File: src/pmrd_pkg.sv
// Package for the power meter reply decoder: payload types, frame constants, CRC-16 step.
`default_nettype none
package pmrd_pkg;

	// Frame layout
	localparam int unsigned FRAME_LEN = 25;
	localparam int unsigned CRC_LEN   = 23;
	localparam int unsigned CAP_FIRST = 3;
	localparam int unsigned CAP_DEPTH = 20;
	localparam int unsigned POS_W     = 5;

	localparam logic [POS_W-1:0] POS_CRC_LO = POS_W'(CRC_LEN);
	localparam logic [POS_W-1:0] POS_LAST   = POS_W'(FRAME_LEN - 1);

	localparam logic [15:0] CRC_INIT = 16'hFFFF;
	localparam logic [15:0] CRC_POLY = 16'hA001;

	// Result status codes
	localparam logic [1:0] STATUS_OK      = 2'd0;
	localparam logic [1:0] STATUS_CRC_BAD = 2'd1;
	localparam logic [1:0] STATUS_TIMEOUT = 2'd2;

	typedef struct packed {
		logic [7:0] rx_byte;
		logic       timeout;
	} in_t;

	typedef struct packed {
		logic [15:0] voltage_tenths;
		logic [31:0] current_milliamps;
		logic [31:0] power_tenths;
		logic [31:0] energy_wh;
		logic [15:0] frequency_tenths;
		logic [15:0] power_factor_hundredths;
	} readings_t;

	typedef struct packed {
		logic [1:0]  status;
		logic [15:0] voltage_tenths;
		logic [31:0] current_milliamps;
		logic [31:0] power_tenths;
		logic [31:0] energy_wh;
		logic [15:0] frequency_tenths;
		logic [15:0] power_factor_hundredths;
	} out_t;

	// Frame tracker status toward the top level
	typedef struct packed {
		logic last;    // current byte closes the frame
		logic crc_ok;  // received CRC matches the running CRC
	} frame_info_t;

	// Modbus CRC-16, reflected, one byte, LSB first
	function automatic logic [15:0] crc16_byte(input logic [15:0] crc_in, input logic [7:0] b);
		logic [15:0] c;
		c = crc_in ^ {8'h00, b};
		for (int k = 0; k < 8; k++) begin
			if (c[0]) begin
				c = (c >> 1) ^ CRC_POLY;
			end else begin
				c = c >> 1;
			end
		end
		return c;
	endfunction

endpackage
`default_nettype wire

File: src/pmrd_frame_track.sv
// Frame tracker: byte position, running CRC, data byte capture and reading assembly.
`default_nettype none
module pmrd_frame_track (
	input  wire logic               clk,
	input  wire logic               arst_n,
	input  wire logic               step,
	input  wire pmrd_pkg::in_t      item,
	output pmrd_pkg::frame_info_t   info,
	output pmrd_pkg::readings_t     readings
);
	import pmrd_pkg::*;

	logic [POS_W-1:0] pos_q;
	logic [15:0]      crc_q;
	logic [7:0]       cap_q [CAP_DEPTH];
	logic [7:0]       crc_lo_q;

	always_ff @(posedge clk or negedge arst_n) begin
		if (!arst_n) begin
			pos_q <= '0;
			crc_q <= CRC_INIT;
		end else if (step) begin
			if (item.timeout || pos_q >= POS_LAST) begin
				pos_q <= '0;
				crc_q <= CRC_INIT;
			end else begin
				pos_q <= pos_q + POS_W'(1);
				if (pos_q < POS_CRC_LO) begin
					crc_q <= crc16_byte(crc_q, item.rx_byte);
				end
			end
		end
	end

	// Data and CRC byte capture, no reset needed
	always_ff @(posedge clk) begin
		if (step && !item.timeout) begin
			for (int i = 0; i < CAP_DEPTH; i++) begin
				if (pos_q == POS_W'(i + CAP_FIRST)) begin
					cap_q[i] <= item.rx_byte;
				end
			end
			if (pos_q == POS_CRC_LO) begin
				crc_lo_q <= item.rx_byte;
			end
		end
	end

	assign info.last   = (pos_q >= POS_LAST);
	assign info.crc_ok = ({item.rx_byte, crc_lo_q} == crc_q);

	// Field byte order as sent by the meter
	assign readings.voltage_tenths          = {cap_q[0], cap_q[1]};
	assign readings.current_milliamps       = {cap_q[5], cap_q[4], cap_q[3], cap_q[2]};
	assign readings.power_tenths            = {cap_q[9], cap_q[8], cap_q[7], cap_q[6]};
	assign readings.energy_wh               = {cap_q[13], cap_q[12], cap_q[11], cap_q[10]};
	assign readings.frequency_tenths        = {cap_q[14], cap_q[15]};
	assign readings.power_factor_hundredths = {cap_q[16], cap_q[17]};

endmodule
`default_nettype wire

File: src/power_meter_reply_decoder.sv
// Top level of the Modbus RTU power meter reply decoder.
// Each input transaction carries one received byte of a 25-byte meter reply, or a timeout
// flag. The block runs a Modbus CRC-16 (init FFFF, reflected poly A001) over bytes 0..22 and
// checks it against bytes 23 (low) and 24 (high). Bytes 3..22 are captured as they arrive.
// Byte 24 yields one output transaction: status OK with freshly loaded readings when the CRC
// matches, otherwise status CRC_BAD with the previous readings. A timeout transaction aborts
// the frame and always yields a status TIMEOUT transaction carrying the unchanged readings.
// All other bytes yield nothing. Readings reset to zero. Throughput is one byte per clock.
// Each byte is held in the input register, and a result is loaded from there into the
// result register, which drives output valid. The only stall comes from the output: a byte
// that produces a result waits in the input register while a previous result has not been
// taken, and bytes with no result pass freely. No clearing pass is needed after reset.
`default_nettype none
module power_meter_reply_decoder (
	input  wire logic            clk,
	input  wire logic            arst_n,
	input  wire logic            in_valid,
	output logic                 in_ready,
	input  wire pmrd_pkg::in_t   in_data,
	output logic                 out_valid,
	input  wire logic            out_ready,
	output pmrd_pkg::out_t       out_data
);
	import pmrd_pkg::*;

	// Input stage
	logic        valid_s1;
	in_t         item_s1;

	// Result register; its reading fields double as the held readings
	logic        out_valid_q;
	out_t        out_q;

	frame_info_t info;
	readings_t   new_readings;
	logic        produces;
	logic        out_free;
	logic        advance;
	logic        in_accept;

	assign produces  = item_s1.timeout || info.last;
	assign out_free  = !out_valid_q || out_ready;
	assign advance   = valid_s1 && (!produces || out_free);
	assign in_ready  = !valid_s1 || advance;
	assign in_accept = in_valid && in_ready;

	always_ff @(posedge clk or negedge arst_n) begin
		if (!arst_n) begin
			valid_s1 <= 1'b0;
		end else if (in_accept) begin
			valid_s1 <= 1'b1;
		end else if (advance) begin
			valid_s1 <= 1'b0;
		end
	end

	always_ff @(posedge clk) begin
		if (in_accept) begin
			item_s1 <= in_data;
		end
	end

	pmrd_frame_track u_frame (
		.clk      (clk),
		.arst_n   (arst_n),
		.step     (advance),
		.item     (item_s1),
		.info     (info),
		.readings (new_readings)
	);

	// Result register: loaded when a result-producing byte advances, cleared on handoff
	always_ff @(posedge clk or negedge arst_n) begin
		if (!arst_n) begin
			out_valid_q <= 1'b0;
			out_q       <= '0;
		end else if (advance && produces) begin
			out_valid_q <= 1'b1;
			priority if (item_s1.timeout) begin
				out_q.status <= STATUS_TIMEOUT;
			end else if (info.crc_ok) begin
				out_q.status                  <= STATUS_OK;
				out_q.voltage_tenths          <= new_readings.voltage_tenths;
				out_q.current_milliamps       <= new_readings.current_milliamps;
				out_q.power_tenths            <= new_readings.power_tenths;
				out_q.energy_wh               <= new_readings.energy_wh;
				out_q.frequency_tenths        <= new_readings.frequency_tenths;
				out_q.power_factor_hundredths <= new_readings.power_factor_hundredths;
			end else begin
				out_q.status <= STATUS_CRC_BAD;
			end
		end else if (out_ready) begin
			out_valid_q <= 1'b0;
		end
	end

	assign out_valid = out_valid_q;
	assign out_data  = out_q;

	// A byte that gives no result never disturbs the held readings or status
	a_quiet_hold: assert property (@(posedge clk) disable iff (!arst_n)
		(!(advance && produces)) |=> $stable(out_q))
		else $error("result register changed without a result");

	// A pending byte held back in the input stage stays there
	a_s1_hold: assert property (@(posedge clk) disable iff (!arst_n)
		(valid_s1 && !advance) |=> (valid_s1 && $stable(item_s1)))
		else $error("stalled input stage lost its byte");

	// A stall only happens when a result is pending and not taken
	a_stall_cause: assert property (@(posedge clk) disable iff (!arst_n)
		(valid_s1 && !advance) |-> (produces && out_valid_q && !out_ready))
		else $error("input stage stalled without output back-pressure");

	// Only defined status codes are presented
	a_status_code: assert property (@(posedge clk) disable iff (!arst_n)
		out_valid |-> (out_data.status == STATUS_OK || out_data.status == STATUS_CRC_BAD ||
			out_data.status == STATUS_TIMEOUT))
		else $error("undefined status code on output");

endmodule
`default_nettype wire

File: config.mk
export PLATFORM = sky130hd
export DESIGN_NAME = power_meter_reply_decoder
export DESIGN_NICKNAME = d
export VERILOG_FILES = /design/src/pmrd_pkg.sv /design/src/pmrd_frame_track.sv /design/src/power_meter_reply_decoder.sv
export SDC_FILE = /design/constraint.sdc
export NUM_CORES = 1
export LEC_CHECK = 0
export ABC_AREA = 1
export BUFFER_PORTS_ARGS = -buffer_cell sky130_fd_sc_hd__buf_2
export CAP_MARGIN = 40
export CORE_MARGIN = 8
export CORE_UTILIZATION = 57
export DETAILED_ROUTE_END_ITERATION = 12
export GPL_TIMING_DRIVEN = 0
export PLACE_DENSITY = 0.79
export SYNTH_ARGS = -nofsm -noshare
export SYNTH_HDL_FRONTEND = slang
export SYNTH_HIERARCHICAL = 1
export SYNTH_SLANG_ARGS = --single-unit
File: constraint.sdc
create_clock -name clk -period 3 [get_ports clk]
set_input_delay 0.6 -clock clk [delete_from_list [all_inputs] [get_ports clk]]
set_output_delay 0.6 -clock clk [all_outputs]
set_load 0.1 [all_outputs]
==> results of run 1 <==
## sequential cells by signal, summed over array words and instances (netlist names)
signal / cells
item_s1: 9
out_data: 146
out_valid: 1
u_frame/cap_q: 144
u_frame/crc_lo_q: 8
u_frame/crc_q: 16
u_frame/pos_q: 5
valid_s1: 1
## placed cells by master, fill, tap and decap left out, types with 3 or more instances in the layout
master,n
a21oi_1,4
a22oi_1,6
a22oi_2,3
a32oi_1,3
buf_16,6
buf_2,185
buf_4,16
buf_6,8
buf_8,4
bufinv_16,4
clkbuf_1,15
clkbuf_16,31
clkbuf_8,4
clkinv_1,6
clkinv_2,5
dfrtp_1,153
dfstp_2,16
edfxtp_1,161
ha_1,5
inv_1,45
inv_2,4
nand2_1,519
nand2_2,4
nand3_1,8
nand3_2,4
nand4_1,3
nor2_1,15
nor3_1,10
nor3_2,4
o21ai_0,8
xnor2_1,9
xor2_1,8
## worst max-delay path: stages (launching register included)
cell	delay, ns
dfrtp_1	0.46
nand2_1	0.09
inv_1	0.07
inv_1	0.10
a21oi_1	0.10
nor2_2	0.23
inv_1	0.14
nor2_1	0.20
nand2_1	0.16
clkbuf_1	0.26
nor3_1	0.45
buf_2	0.29
## report_power, final
| group | total [µW] | internal, µW | switching, µW |
|---|---|---|---|
| Sequential | 4980 | 4890 | 89.5 |
| Combinational | 755 | 237 | 518 |
| Clock | 3940 | 2330 | 1600 |
## layer usage
metal	global-route usage (%)	wire, µm	vias to the layer above	part of all wire (%)
li1	-	-	3811	-
met1	27.3	11100	3967	40
met2	35.4	13900	366	50
met3	4.48	2480	49	8.8
met4	5.01	442	0	1.6
met5	0	0	-	0
## per-stage QoR
step / setup WS [ns] / utilization, % / cells
6_report: 0.136 / 70.4 / 1566
5_1_grt: -0.0126 / 70.4 / 1566
4_1_cts: 0.0120 / 69.9 / 1558
3_5_place_dp: -0.197 / 64.7 / 1494
3_3_place_gp: -1.24 / 63.3 / 1472
2_1_floorplan: 0.137 / - / 1037
## area by class of cell
class / count / area [µm²] / share of cell area (%)
plain buffers: 33 / 206 / 1.40
clock buffers: 41 / 853 / 5.77
clock inverters: 17 / 184 / 1.24
inverters: 49 / 184 / 1.24
multi-input cells: 625 / 2730 / 18.5
flip-flops and latches: 330 / 9080 / 61.4
well taps: 275 / 344 / 2.33
repair buffers: 196 / 1210 / 8.17
## how the worst min path moves through the flow
stage | endpoint | slack (ns) | depth (start not counted)
2_1_floorplan | out_data[0] | 0.30 | 0
4_1_cts | out_data[104] | 0.04 | 1
5_1_grt | out_data[108] | 0.07 | 1
6_report | out_data[108] | 0.02 | 1
3_3_place_gp | out_data[115] | 0.42 | 2
3_5_place_dp | out_data[78] | 0.43 | 2
## logic make-up after synthesis
| kind of cell | Yosys count | share of synthesized area, % |
|---|---|---|
| simple gates | 576 | 18.6 |
| flops | 330 | 74.7 |
| buf+inv | 82 | 3.21 |
| compound gates | 26 | 1.64 |
| xor+xnor | 18 | 1.36 |
| fa+ha+maj | 5 | 0.514 |
## repair_timing
action / CTS / global route
setup endpoints to repair: 134 / 224
pin swaps: 0 / 2
gates resized for setup: 2 / 5
buffers inserted: 6 / 7
==> results.py, run 1 <==
metrics = {
    "drt": {
        "vias": 8193,
        "drc": 0,
        "routedWlPerCell_um": 17.9,
        "via_per_inst": 5.23,
        "drtIter0Drc": 767,
        "postRouteAntennaNets": 0,
        "routed_wirelength_um": 28000,
        "dr.pass1.iters": 6,
    },
    "yosys": {
        "ys_async_sr_fraction_pct": 51.2,
        "syn_area_per_cell_um2": 11.7,
        "ys_top_cells_by_count": "nand2_1, edfxtp_1, dfrtp_1",
        "ys_types": 31,
        "yosysSeqAreaShare_pct": 74.7,
        "syn_inst": 1037,
        "synth_top_area_share_pct": 39.7,
        "yosysWarnings": 6,
        "yosysMostFrequentCell": "nand2_1",
        "mappedNetlistArea_um2": 12200,
        "synth_nets": 1055,
        "synth_area_leaders": "edfxtp_1, dfrtp_1, nand2_1",
        "yosysTopAreaCell": "edfxtp_1",
        "synth-edff-count": 161,
        "ys_ff_latch": 330,
        "synthFlopType": "edfxtp_1",
    },
    "floorplan": {
        "fp-row-count": 53,
        "fp.dieArea_um2": 26300,
        "io_pins": 161,
        "coreArea_um2": 21000,
        "fp.dieW_um": 162,
        "initial_core_util_pct": 57.9,
        "dieHeight_um": 162,
    },
    "critical_path": {
        "r2r_end": "u_frame/cap_q[8][4]",
        "critical_path.endpoint_type": "flip-flop",
        "crit_path_end": "u_frame/cap_q[8][4]",
        "cp.arrival_ns": 3.10,
        "r2r-start": "u_frame/pos_q[3]",
        "crit_required_ns": 3.24,
        "crit_start": "u_frame/pos_q[3]",
        "path_class": "flip-flop to flip-flop",
        "cp-start-kind": "flip-flop",
        "rr_worst_depth": 11,
        "worstPathMaxFanout": 10,
        "r2r_setup_slack_ns": 0.14,
    },
    "placement": {
        "portBuffers": 160,
        "dpl-instance-area_um2": 13600,
        "globalplace.congestion": 0.850,
        "dp_hpwl_um": 18500,
    },
    "cts": {
        "numCtsBuffers": 31,
        "cts_hold_buf": 0,
        "htreeDepth": 1,
        "cts_buffer_depth": 3,
        "cts.reportedPaths.clkPinSlew_ns": 0.06,
        "clk-insertion-delay-late_ns": 0.55,
        "clockRootBuffer": "clkbuf_16",
        "cts.sinks": 330,
        "cts_tree": "done",
    },
    "layout": {
        "fin_nets": 1284,
        "area_growth_pct": 21.6,
        "fin_area_um2": 14800,
        "nFillCells": 1376,
        "drive_above_1_share_pct": 24.0,
        "diodes": 0,
    },
    "global_routing": {
        "overflow": 0,
        "grt_use_total_pct": 20.9,
        "grt_pass1_wl_um": 43200,
        "antenna_found_initial": 0,
        "grt_max_degree": 91,
        "first_global_vias": 8004,
    },
    "power_and_ir_drop": {
        "p_per_area_nw_per_um2": 654,
        "p_leak_uw": 0.00738,
        "design_power_total_uw": 9680,
        "vdd_drop_max_mv": 0.376,
    },
    "timing": {
        "hold-worst-slack_ns": 0.0232,
        "maxSlewViolCount": 0,
        "fmax_mhz": 349,
        "finalHoldViolCount": 0,
        "skew_ns": 0.0146,
        "setup_viol": 0,
        "finalSetupTns_ns": 0,
        "period_minus_slack_ns": 2.86,
        "worst_slew_pin_slew_ns": 0.840,
        "relSlewSlack_pct": 43.8,
        "period_share_pct": 95.5,
    },
    "run_status": {
        "status": "completed",
    },
    "min_path": {
        "hold_path.class": "input port to async pin",
    },
    "job": {
        "max_cap_viol_count": 0,
    },
}
Power figures use the tool's default switching activity.
==> inputs of run 2 (changes only) <==
Settings changed: CORE_UTILIZATION 57 to 35, PLACE_DENSITY 0.79 to not set.
Clock period 3 ns to 3.3 ns, I/O delays scaled along.
==> run 2 against run 1 <==
Hold slack gained 0.049 ns. Cell count up 12%. Global-route usage fell by 6.4 points. Via count decreased by 4.3%. Clock power rose by 5%. Power fell by 3.4%. Design area rose by 2.7%. Clock skew rose by 0.0051 ns. Critical path depth did not move. Non-clock buffer count down 6. Sequential share of layout area shrank 1.6 points.
==> results.py, run 2 (synthesis results as in run 1) <==
metrics = {
    "floorplan": {
        "coreArea_um2": 34400,
        "fp-row-count": 68,
        "dieHeight_um": 202,
        "initial_core_util_pct": 35.4,
        "fp.dieW_um": 202,
        "io_pins": 161,
        "fp.dieArea_um2": 41000,
    },
    "layout": {
        "seq_area_um2": 9080,
        "layout_common_cells": "nand2_1, buf_2, edfxtp_1",
        "fin_nets": 1285,
        "fin_util_pct": 44.2,
        "nFillCells": 3266,
        "multi_input_area_um2": 2740,
        "mostFrequentLayoutCell": "nand2_1",
        "fin_area_um2": 15200,
        "diodes": 0,
        "area_growth_pct": 24.9,
        "largest_reg_flops": 146,
        "drive_above_1_share_pct": 23.8,
    },
    "global_routing": {
        "grt_use_total_pct": 14.5,
        "antenna_found_initial": 0,
        "overflow": 0,
        "first_global_vias": 8062,
        "grt_pass1_wl_um": 46700,
        "grt_max_degree": 114,
    },
    "critical_path": {
        "crit_required_ns": 3.50,
        "cpPeakStageDelay_ns": 0.49,
        "critical_path.endpoint_type": "flip-flop",
        "cpMostUsedCell": "inv_1",
        "critical-path-top-delay-family": "simple AND/OR/NAND/NOR gates",
        "worstPathMaxFanout": 10,
        "cp-start-kind": "flip-flop",
        "crit_chain": "nand2_1 > inv_1 > inv_1 > a21oi_1 > nor2_1 > inv_1 > nor2_1 > nand2_1 > clkbuf_1 > nor3_1 > buf_2",
        "crit_buf_inv": 5,
        "cp.arrival_ns": 3.31,
        "cpMaxStageDelayCell": "nor3_1",
        "path_class": "flip-flop to flip-flop",
    },
    "timing": {
        "skew_ns": 0.0197,
        "period_minus_slack_ns": 3.10,
        "period_share_pct": 94.0,
        "rsz0062_at_grt": "false",
        "maxSlewViolCount": 0,
        "fmax_mhz": 322,
        "finalHoldViolCount": 0,
        "setup_viol": 0,
        "relSlewSlack_pct": 46.9,
        "worst_slew_pin_slew_ns": 0.794,
        "finalSetupTns_ns": 0,
    },
    "drt": {
        "postRouteAntennaNets": 0,
        "via_per_inst": 4.48,
        "dr.pass1.iters": 7,
        "routedWlPerCell_um": 17.0,
        "drtIter0Drc": 432,
        "drc": 0,
        "vias": 7844,
        "routed_wirelength_um": 29700,
    },
    "cts": {
        "cts_tree": "done",
        "clk-insertion-delay-late_ns": 0.52,
        "cts_buffer_depth": 3,
        "htreeDepth": 2,
        "cts.sinks": 330,
        "numCtsBuffers": 38,
        "cts.reportedPaths.clkPinSlew_ns": 0.06,
        "clockRootBuffer": "clkbuf_16",
        "cts_hold_buf": 0,
    },
    "power_and_ir_drop": {
        "seqPwrFrac_pct": 48.6,
        "p_int_uw": 7200,
        "p_sw_uw": 2150,
        "p_comb_share_pct": 7.1,
        "p_leak_uw": 0.00745,
        "switching_share_pct": 23.0,
        "p_per_area_nw_per_um2": 615,
        "vdd_drop_max_mv": 0.368,
        "clockPowerShare_pct": 44.3,
    },
    "placement": {
        "dp_hpwl_um": 20400,
        "portBuffers": 160,
        "dpl-instance-area_um2": 13900,
        "globalplace.congestion": 0.781,
    },
    "min_path": {
        "hold_path.class": "input port to async pin",
    },
    "run_status": {
        "status": "completed",
    },
    "job": {
        "max_cap_viol_count": 0,
    },
}
## run 2: layout make-up
class / instances / share of cell area (%)
tap: 455 / 3.75
clock inverter: 14 / 1.14
buffer: 33 / 1.36
clock buffer: 55 / 6.95
inverter: 49 / 1.21
timing repair buffer: 190 / 7.81
sequential: 330 / 59.8
multi-input combinational: 625 / 18.0
## run 2: final timing paths
| path | to | from | cells after the start | slack, ns |
|---|---|---|---|---|
| worst max-delay path | u_frame/cap_q[8][7] | u_frame/pos_q[3] | 11 | 0.20 |
| worst min register to register | out_data[51] | u_frame/cap_q[12][3] | 2 | 0.43 |
| max in group asynchronous | out_data[98] | arst_n | 2 | 2.33 |
| min in group clk | item_s1[8] | in_data[8] | 1 | 0.31 |
| worst min-delay path | out_data[68] | arst_n | 1 | 0.07 |
| worst max register to register | u_frame/cap_q[8][7] | u_frame/pos_q[3] | 11 | 0.20 |
## run 2: through the flow
step / instances / worst slack [ns] / hold WS (ns) / power, µW
floorplan: 1037 / 0.437 / 0.364 / 5040
global placement: 1652 / -1.34 / 0.423 / 5230
detailed placement: 1677 / -0.366 / 0.425 / 5280
CTS: 1748 / 0.00501 / 0.0816 / 9490
global route: 1751 / 0.00757 / 0.0940 / 9740
finish: 1751 / 0.197 / 0.0727 / 9350
## run 2: what timing repair did
action / 4_1_cts / 5_1_grt
buffers inserted: 2 / 3
hold endpoints to repair: 0 / 0
pin swaps: 0 / 2
setup endpoints to repair: 144 / 109
resized for setup: 1 / 4
## run 2: layer usage
metal | GRT usage (%) | routed length (µm) | up-vias
met3 | 3.57 | 1750 | 53
met1 | 19.2 | 13500 | 3781
met5 | 0 | 0 | -
li1 | - | - | 3816
met4 | 4.25 | 755 | 0
met2 | 23.3 | 13700 | 194
## run 2: worst register-to-register path, stage by stage (launching register included)
cell and delay, ns:
dfrtp_1 0.45, nand2_1 0.09, inv_1 0.07, inv_1 0.12
a21oi_1 0.11, nor2_1 0.43, inv_1 0.13, nor2_1 0.19
nand2_1 0.13, clkbuf_1 0.27, nor3_1 0.49, buf_2 0.30
## run 2: power by group through the flow
stage               Sequential, µW  Combinational (µW)  Clock (µW)
floorplan                     4660                 379           0
global placement              4670                 561           0
detailed placement            4640                 647           0
CTS                           4550                 665        4270
global route                  4560                 741        4440
finish                        4550                 659        4140
